<file path="config.mk">
export PLATFORM = sky130hd
export DESIGN_NAME = sliding_window_sender_control_unit
export DESIGN_NICKNAME = d
export VERILOG_FILES = /design/src/swsc_pkg.sv /design/src/sliding_window_sender_control_unit.sv
export SDC_FILE = /design/constraint.sdc
export NUM_CORES = 1
export LEC_CHECK = 0
export ABC_CLOCK_PERIOD_IN_PS = 9300
export CAP_MARGIN = 20
export CELL_PAD_IN_SITES_DETAIL_PLACEMENT = 1
export CELL_PAD_IN_SITES_GLOBAL_PLACEMENT = 1
export CORE_MARGIN = 2
export CORE_UTILIZATION = 50
export CTS_CLUSTER_DIAMETER = 40
export DETAILED_ROUTE_END_ITERATION = 10
export DONT_BUFFER_PORTS = 1
export PLACE_DENSITY = 0.79
export SLEW_MARGIN = 15
export SYNTH_ARGS = -nofsm -noshare
export SYNTH_HDL_FRONTEND = slang
export SYNTH_SLANG_ARGS = --single-unit
</file>
<file path="constraint.sdc">
create_clock -name clk -period 9.3 [get_ports clk]
set_input_delay 2.79 -clock clk [delete_from_list [all_inputs] [get_ports clk]]
set_output_delay 2.79 -clock clk [all_outputs]
set_load 0.02 [all_outputs]
</file>
<file path="src/swsc_pkg.sv">
// ----------------------------------------------------------------------------
// swsc_pkg
// Shared types and constants for the sliding-window sender control unit:
// event kinds, action codes, register indexes and channel payload structs.
// ----------------------------------------------------------------------------
package swsc_pkg;

    // Default sequence number width
    localparam int SEQ_BITS_DEF = 16;

    // Fixed field widths
    localparam int ACK_W    = 16;
    localparam int SEQ_W    = 16;
    localparam int FLIGHT_W = 11;
    localparam int WIN_W    = 11;
    localparam int DUP_W    = 4;
    localparam int CFG_IDX_W = 2;

    // Register reset values
    localparam logic [WIN_W-1:0] WINDOW_SIZE_RST   = 11'd4;
    localparam logic [DUP_W-1:0] DUP_THRESHOLD_RST = 4'd3;

    // Configuration register indexes
    localparam logic [CFG_IDX_W-1:0] CFG_WINDOW_SIZE   = 2'd0;
    localparam logic [CFG_IDX_W-1:0] CFG_DUP_THRESHOLD = 2'd1;

    // Event kinds
    typedef enum logic [1:0] {
        KIND_CHUNK   = 2'd0,
        KIND_END     = 2'd1,
        KIND_ACK     = 2'd2,
        KIND_TIMEOUT = 2'd3
    } kind_t;

    // Result actions
    typedef enum logic [2:0] {
        ACT_NONE = 3'd0,
        ACT_SEND = 3'd1,
        ACT_RETX = 3'd2,
        ACT_FIN  = 3'd3,
        ACT_FULL = 3'd4
    } action_t;

    typedef struct packed {
        kind_t            kind;
        logic [ACK_W-1:0] ack_number;
    } in_item_t;

    typedef struct packed {
        action_t             action;
        logic [SEQ_W-1:0]    seq_number;
        logic [FLIGHT_W-1:0] in_flight;
    } out_item_t;

endpackage

</file>
<file path="src/sliding_window_sender_control_unit.sv">
// ----------------------------------------------------------------------------
// sliding_window_sender_control_unit
// Sender-side window control with cumulative ACKs, fast retransmit on
// duplicate ACKs and timeout retransmit.
// ----------------------------------------------------------------------------
// Usage:
//   in_*  : one event per transaction (chunk offered, source ended, ACK,
//           timeout). Each event gives exactly one result on out_*.
//   out_* : action, sequence number to (re)send and packets in flight.
//   cfg_* : window_size (index 0) and dup_threshold (index 1); always ready.
//           Write only while no event is pending; the block does not enforce it.
// Each result is registered, in the skid register while an earlier one waits.
// Throughput: one event per cycle while in_ready is high; the window state
//   is updated by one registered pass of compare/increment logic per event.
// The output register is backed by a skid register, so a new event is taken
//   while one result waits; in_ready drops only when both hold a result,
//   i.e. after a waiting result is stalled while a new event is taken.
// Reset: window empty, base and next sequence 0, last ACK all ones, no end
//   known, not finished; window_size 4, dup_threshold 3; no result pending.
// ----------------------------------------------------------------------------
module sliding_window_sender_control_unit #(
    parameter int SEQ_BITS = swsc_pkg::SEQ_BITS_DEF
) (
    input  logic                                 clk,
    input  logic                                 rst_n,
    // event channel
    input  logic                                 in_valid,
    output logic                                 in_ready,
    input  swsc_pkg::in_item_t                   in_data,
    // result channel
    output logic                                 out_valid,
    input  logic                                 out_ready,
    output swsc_pkg::out_item_t                  out_data,
    // configuration channel
    input  logic                                 cfg_valid,
    output logic                                 cfg_ready,
    input  logic [swsc_pkg::CFG_IDX_W-1:0]       cfg_index,
    input  logic [swsc_pkg::WIN_W-1:0]           cfg_data
);

    localparam int CMP_W = (SEQ_BITS > swsc_pkg::WIN_W) ? SEQ_BITS : swsc_pkg::WIN_W;
    localparam logic [CMP_W-1:0] FLIGHT_MAX = CMP_W'((1 << swsc_pkg::FLIGHT_W) - 1);

    // configuration registers
    logic [swsc_pkg::WIN_W-1:0] window_size_reg;
    logic [swsc_pkg::DUP_W-1:0] dup_threshold_reg;

    // window state
    logic [SEQ_BITS-1:0]        next_seq_reg, next_seq_next;
    logic [SEQ_BITS-1:0]        window_base_reg, window_base_next;
    logic [SEQ_BITS-1:0]        last_acked_reg, last_acked_next;
    logic [swsc_pkg::DUP_W-1:0] dup_count_reg, dup_count_next;
    logic [SEQ_BITS-1:0]        last_seq_reg, last_seq_next;
    logic                       end_known_reg, end_known_next;
    logic                       finished_reg, finished_next;

    // output and skid buffers
    logic                 out_valid_reg, skid_valid_reg;
    swsc_pkg::out_item_t  out_data_reg, skid_data_reg;

    logic                 in_fire, out_fire;
    swsc_pkg::out_item_t  result;

    // event decode helpers
    logic [SEQ_BITS-1:0]        ack;
    logic [SEQ_BITS-1:0]        ack_inc;
    logic [SEQ_BITS-1:0]        flight_cur;
    logic [SEQ_BITS-1:0]        ack_dist;
    logic [SEQ_BITS-1:0]        flight_new;
    logic [CMP_W-1:0]           flight_ext;
    logic [swsc_pkg::DUP_W:0]   dup_inc;
    logic [SEQ_BITS-1:0]        seq_sel;
    swsc_pkg::action_t          action;

    assign cfg_ready = 1'b1;
    assign in_ready  = !skid_valid_reg;
    assign in_fire   = in_valid && in_ready;
    assign out_valid = out_valid_reg;
    assign out_data  = out_data_reg;
    assign out_fire  = out_valid_reg && out_ready;

    // configuration writes
    always_ff @(posedge clk or negedge rst_n)
    begin
        if (!rst_n)
        begin
            window_size_reg   <= swsc_pkg::WINDOW_SIZE_RST;
            dup_threshold_reg <= swsc_pkg::DUP_THRESHOLD_RST;
        end
        else if (cfg_valid)
        begin
            if (cfg_index == swsc_pkg::CFG_WINDOW_SIZE)
                window_size_reg <= cfg_data;
            else if (cfg_index == swsc_pkg::CFG_DUP_THRESHOLD)
                dup_threshold_reg <= cfg_data[swsc_pkg::DUP_W-1:0];
        end
    end

    // per-event window update
    always_comb
    begin
        next_seq_next    = next_seq_reg;
        window_base_next = window_base_reg;
        last_acked_next  = last_acked_reg;
        dup_count_next   = dup_count_reg;
        last_seq_next    = last_seq_reg;
        end_known_next   = end_known_reg;
        finished_next    = finished_reg;
        action           = swsc_pkg::ACT_NONE;
        seq_sel          = '0;

        ack        = SEQ_BITS'(in_data.ack_number);
        ack_inc    = ack + SEQ_BITS'(1);
        flight_cur = next_seq_reg - window_base_reg;
        ack_dist   = ack_inc - window_base_reg;
        dup_inc    = {1'b0, dup_count_reg} + 5'd1;

        if (!finished_reg)
        begin
            unique case (in_data.kind)
                swsc_pkg::KIND_CHUNK:
                begin
                    if (!end_known_reg)
                    begin
                        if (CMP_W'(flight_cur) < CMP_W'(window_size_reg))
                        begin
                            action        = swsc_pkg::ACT_SEND;
                            seq_sel       = next_seq_reg;
                            next_seq_next = next_seq_reg + SEQ_BITS'(1);
                        end
                        else
                            action = swsc_pkg::ACT_FULL;
                    end
                end
                swsc_pkg::KIND_END:
                begin
                    last_seq_next  = next_seq_reg - SEQ_BITS'(1);
                    end_known_next = 1'b1;
                end
                swsc_pkg::KIND_ACK:
                begin
                    priority if (end_known_reg && ack == last_seq_reg)
                    begin
                        finished_next    = 1'b1;
                        window_base_next = ack_inc;
                        action           = swsc_pkg::ACT_FIN;
                    end
                    else if (ack == last_acked_reg)
                    begin
                        // duplicate: retransmit on reaching the threshold, clamp above it
                        if (dup_inc == {1'b0, dup_threshold_reg})
                        begin
                            action         = swsc_pkg::ACT_RETX;
                            seq_sel        = ack_inc;
                            dup_count_next = dup_inc[swsc_pkg::DUP_W-1:0];
                        end
                        else if (dup_inc > {1'b0, dup_threshold_reg})
                            dup_count_next = dup_threshold_reg;
                        else
                            dup_count_next = dup_inc[swsc_pkg::DUP_W-1:0];
                    end
                    else if (ack_dist <= flight_cur)
                    begin
                        // new ACK inside the window; count clears only at threshold
                        window_base_next = ack_inc;
                        last_acked_next  = ack;
                        if (dup_count_reg == dup_threshold_reg)
                            dup_count_next = '0;
                    end
                end
                swsc_pkg::KIND_TIMEOUT:
                begin
                    action  = swsc_pkg::ACT_RETX;
                    seq_sel = last_acked_reg + SEQ_BITS'(1);
                end
                default: ;
            endcase
        end

        // in flight after the step, saturated to the field width
        flight_new = next_seq_next - window_base_next;
        flight_ext = CMP_W'(flight_new);

        result.action     = action;
        result.seq_number = swsc_pkg::SEQ_W'(seq_sel);
        result.in_flight  = (flight_ext > FLIGHT_MAX) ? '1
                                                      : flight_ext[swsc_pkg::FLIGHT_W-1:0];
    end

    // window state registers
    always_ff @(posedge clk or negedge rst_n)
    begin
        if (!rst_n)
        begin
            next_seq_reg    <= '0;
            window_base_reg <= '0;
            last_acked_reg  <= '1;
            dup_count_reg   <= '0;
            last_seq_reg    <= '0;
            end_known_reg   <= 1'b0;
            finished_reg    <= 1'b0;
        end
        else if (in_fire)
        begin
            next_seq_reg    <= next_seq_next;
            window_base_reg <= window_base_next;
            last_acked_reg  <= last_acked_next;
            dup_count_reg   <= dup_count_next;
            last_seq_reg    <= last_seq_next;
            end_known_reg   <= end_known_next;
            finished_reg    <= finished_next;
        end
    end

    // output register with skid stage
    always_ff @(posedge clk or negedge rst_n)
    begin
        if (!rst_n)
        begin
            out_valid_reg  <= 1'b0;
            skid_valid_reg <= 1'b0;
        end
        else
        begin
            if (!out_valid_reg || out_fire)
            begin
                if (skid_valid_reg)
                begin
                    out_valid_reg  <= 1'b1;
                    skid_valid_reg <= 1'b0;
                end
                else
                    out_valid_reg <= in_fire;
            end
            else if (in_fire)
                skid_valid_reg <= 1'b1;
        end
    end

    // payload of the output and skid registers
    always_ff @(posedge clk)
    begin
        if (!out_valid_reg || out_fire)
        begin
            if (skid_valid_reg)
                out_data_reg <= skid_data_reg;
            else if (in_fire)
                out_data_reg <= result;
        end
        else if (in_fire)
            skid_data_reg <= result;
    end

endmodule

</file>
==> results.py <==
metrics = {
    "critical_path": {
        "startpoint": "in_data[3]",
        "reg2reg_depth": 32,
        "end_kind": "flop",
        "crit_path_max_incr_delay_ns": 0.40,
        "critPathMaxFanout": 7,
        "slowest_stage": "or3b_4",
        "crit_type": "input pin to flop",
        "worstSetupStartpointType": "input pin",
        "crit_arrival_ns": 9.25,
        "cp_common_cell": "nand4_1",
        "reg2reg_slack_ns": 1.25,
        "r2r-start": "next_seq_reg[0]$_DFFE_PN0P_",
        "rr_endpoint": "out_data[2]$_DFFE_PP_",
        "crit_required_ns": 9.48,
    },
    "timing": {
        "skew_ns": 0.02063,
        "drv_slew": 0,
        "relSlewSlack_pct": 22.17,
        "finalHoldViolations": 0,
        "worst_slew_pin_slew_ns": 1.157,
        "setup-violations-final": 0,
        "period_share_pct": 97.59,
        "fmax_mhz": 110.2,
        "period_needed_ns": 9.076,
    },
    "clocking": {
        "clk_pin_slew_worst_paths_ns": 0.07,
        "cts.sinks": 147,
        "postCtsHoldBufs": 0,
        "cts-htree-levels": 4,
        "numCtsBuffers": 17,
        "clockBufferDepth": 2,
        "cts_tree": "done",
        "clkLatencyLatePin_ns": 0.45,
        "clockRootBuffer": "clkbuf_16",
    },
    "synthesis": {
        "yosysMostFrequentCell": "nand2_1",
        "synth_cells": 1199,
        "synthTopCellsByCount": "113 x nand2_1, 103 x nor2_1, 80 x ha_1",
        "synth_top_area_share_pct": 16.62,
        "synthArstFlopShare_pct": 59.18,
        "synth.distinct_cells": 75,
        "synthTopCellsByArea": "edfxtp_1 17%, dfrtp_1 16%, ha_1 9.2%",
        "avgSynthCellArea_sq_um": 9.040,
        "seq_area_frac_synth_pct": 36.93,
        "syn_nets": 1318,
        "ys.flop_type": "dfrtp_1",
        "ys.warnings.count": 0,
        "synth_edf_count": 60,
        "yosysTopAreaCell": "edfxtp_1",
        "syn_area_sq_mm": 0.01084,
        "synth_seq_cells": 147,
    },
    "job": {
        "drv_cap": 0,
    },
    "grt": {
        "overflow": 0,
        "grtUsageTotal_pct": 33.33,
        "antenna_found_initial": 1,
        "grt_pass1_vias": 9822,
        "grt_max_degree": 88,
        "grt_pass1_wl_mm": 56.79,
    },
    "floorplan": {
        "die_width_microns": 151.2,
        "die_area_sq_mm": 0.02287,
        "core_sq_mm": 0.02115,
        "start_util_pct": 51.24,
        "placementRows": 53,
        "ios": 69,
        "die_h_microns": 151.2,
    },
    "placement": {
        "placed_cells": 1477,
        "gp_congestion": 0.9907,
        "numPortBuffers": 0,
        "dp_hpwl_mm": 27.75,
    },
    "power_and_ir_drop": {
        "p_leak_nw": 5.077,
        "p_total_mw": 1.748,
        "p_per_area_mw_per_mm2": 141.2,
        "sw_frac_of_total_pct": 29.18,
        "switching_power_uw": 510.2,
        "intPower_mw": 1.238,
        "p_clk_share_pct": 45.0,
        "peakVddDrop_v": 0.0001627,
        "seqPwrFrac_pct": 42.3,
        "combPwrFrac_pct": 12.7,
    },
    "min_path": {
        "hold_path_class": "flop to flop",
        "min_path_cells": 2,
        "hold_path_end": "window_base_reg[5]$_DFFE_PN0P_",
        "min_from": "window_base_reg[5]$_DFFE_PN0P_",
    },
    "drt": {
        "drc": 0,
        "via_per_inst": 6.339,
        "drt_wl_total_mm": 38.49,
        "ant_nets": 0,
        "drt_iter0_drc": 827,
        "dr.pass1.iters": 6,
        "num_vias": 9629,
        "wl_per_cell_microns": 25.34,
    },
    "outcome": {
        "outcome": "finished, final reports clean",
    },
    "final_layout": {
        "fin_cells": 1519,
        "syn_to_final_growth_pct": 14.26,
        "drive_above_1_share_pct": 16.89,
        "fin_nets": 1349,
    },
}
==> cell usage in the layout (no fill, tap or decap), drive strengths merged, types with 5 or more instances in the layout <==
master  netlist  final
nor4         17     17
nand3        37     37
nor2        103    103
nand4        24     24
and2          9      9
xnor2        77     77
a21oi        59     59
and3         17     17
a31oi         6      6
a21o         13     13
a221oi       14     14
xor2         60     60
inv          76     84
nand2       113    113
edfxtp       60     60
or2           5      5
o31ai         7      7
buf          11     76
or3           8      8
mux2i         5      5
clkbuf       53     17
ha           80     80
nand3b       11     11
nor3         27     27
mux2         28     28
and4          5      5
nand2b       17     17
o21ai        76     76
a211oi        5      5
a32oi        11     11
dfstp        19     19
nor2b        10     10
o211ai       10     10
o21a         13     13
dfrtp        68     68
==> critical path, delay by kind of cell <==
| kind | cells | cell delay [ns] |
|---|---|---|
| xor+xnor | 1 | 0.21 |
| fa+ha+maj | 4 | 1.13 |
| simple gates | 13 | 2.58 |
| buf+inv | 2 | 0.20 |
| mux | 1 | 0.17 |
| compound gates | 10 | 2.12 |
==> power by group through the flow <==
stage	clock network (mW)	logic, mW	registers, mW
6_report	0.787	0.223	0.739
5_1_grt	0.812	0.239	0.742
4_1_cts	0.784	0.203	0.740
3_5_place_dp	0	0.197	0.752
3_3_place_gp	0	0.185	0.749
2_1_floorplan	0	0.138	0.743
==> through the flow <==
step / setup TNS (ns) / hold WS [ns] / area [sq um] / setup slack, ns / utilization (%)
2_1_floorplan: 0 / 0.4556 / 10850 / 0.04322 / -
3_3_place_gp: -0.6374 / 0.4663 / 11450 / -0.06358 / 54.13
3_5_place_dp: -6.468 / 0.4752 / 11450 / -0.3430 / 54.13
4_1_cts: 0 / 0.4903 / 12120 / 0.04404 / 57.31
5_1_grt: -0.4898 / 0.5224 / 12380 / -0.06861 / 58.53
6_report: 0 / 0.4915 / 12380 / 0.2242 / 58.54
==> per-layer routing <==
| metal | track usage, % | share of wire (%) | up-vias |
|---|---|---|---|
| met3 | 7.771 | 7.8 | 106 |
| li1 | - | - | 4310 |
| met4 | 13.50 | 3.6 | 0 |
| met2 | 55.38 | 48 | 432 |
| met1 | 41.81 | 41 | 4781 |
| met5 | 0 | 0 | - |
==> how the worst max path moves through the flow <==
stage	endpoint	slack, ns	cells past startpoint
2_1_floorplan	out_data[1]$_DFFE_PP_	0.04	34
3_3_place_gp	out_data[0]$_DFFE_PP_	-0.06	31
3_5_place_dp	out_data[7]$_DFFE_PP_	-0.34	31
4_1_cts	out_data[3]$_DFFE_PP_	0.04	31
5_1_grt	out_data[2]$_DFFE_PP_	-0.07	34
6_report	out_data[2]$_DFFE_PP_	0.22	31
==> layout make-up <==
type,instances,area [sq um]
fill,2395,8770
clock inverter,15,229.0
sequential,147,4003
inverter,77,289.0
multi-input combinational,911,6505
tap,275,344.1
timing repair buffer,76,586.8
clock buffer,17,425.4
antenna,1,2.502
==> cells by family after synthesis <==
kind of cell               synth area share, %
buffers and inverters                    5.102
and+or+nand+nor                          19.01
AOI/OAI and AO/OA                        14.63
xor gates and xnor gates                 11.14
other                                  0.03460
muxes                                    3.371
DFF                                      36.93
adders and majority gates                9.789
==> repair_timing <==
action / 4_1_cts / 5_1_grt
endpoints found under the hold margin: 0 / 0
cloned: 0 / 1
gates resized for setup: 4 / 44
setup endpoints to repair: 19 / 22
pin swaps: 0 / 20
setup buffers: 0 / 7
Note: power is estimated with default switching activity, not from simulation.
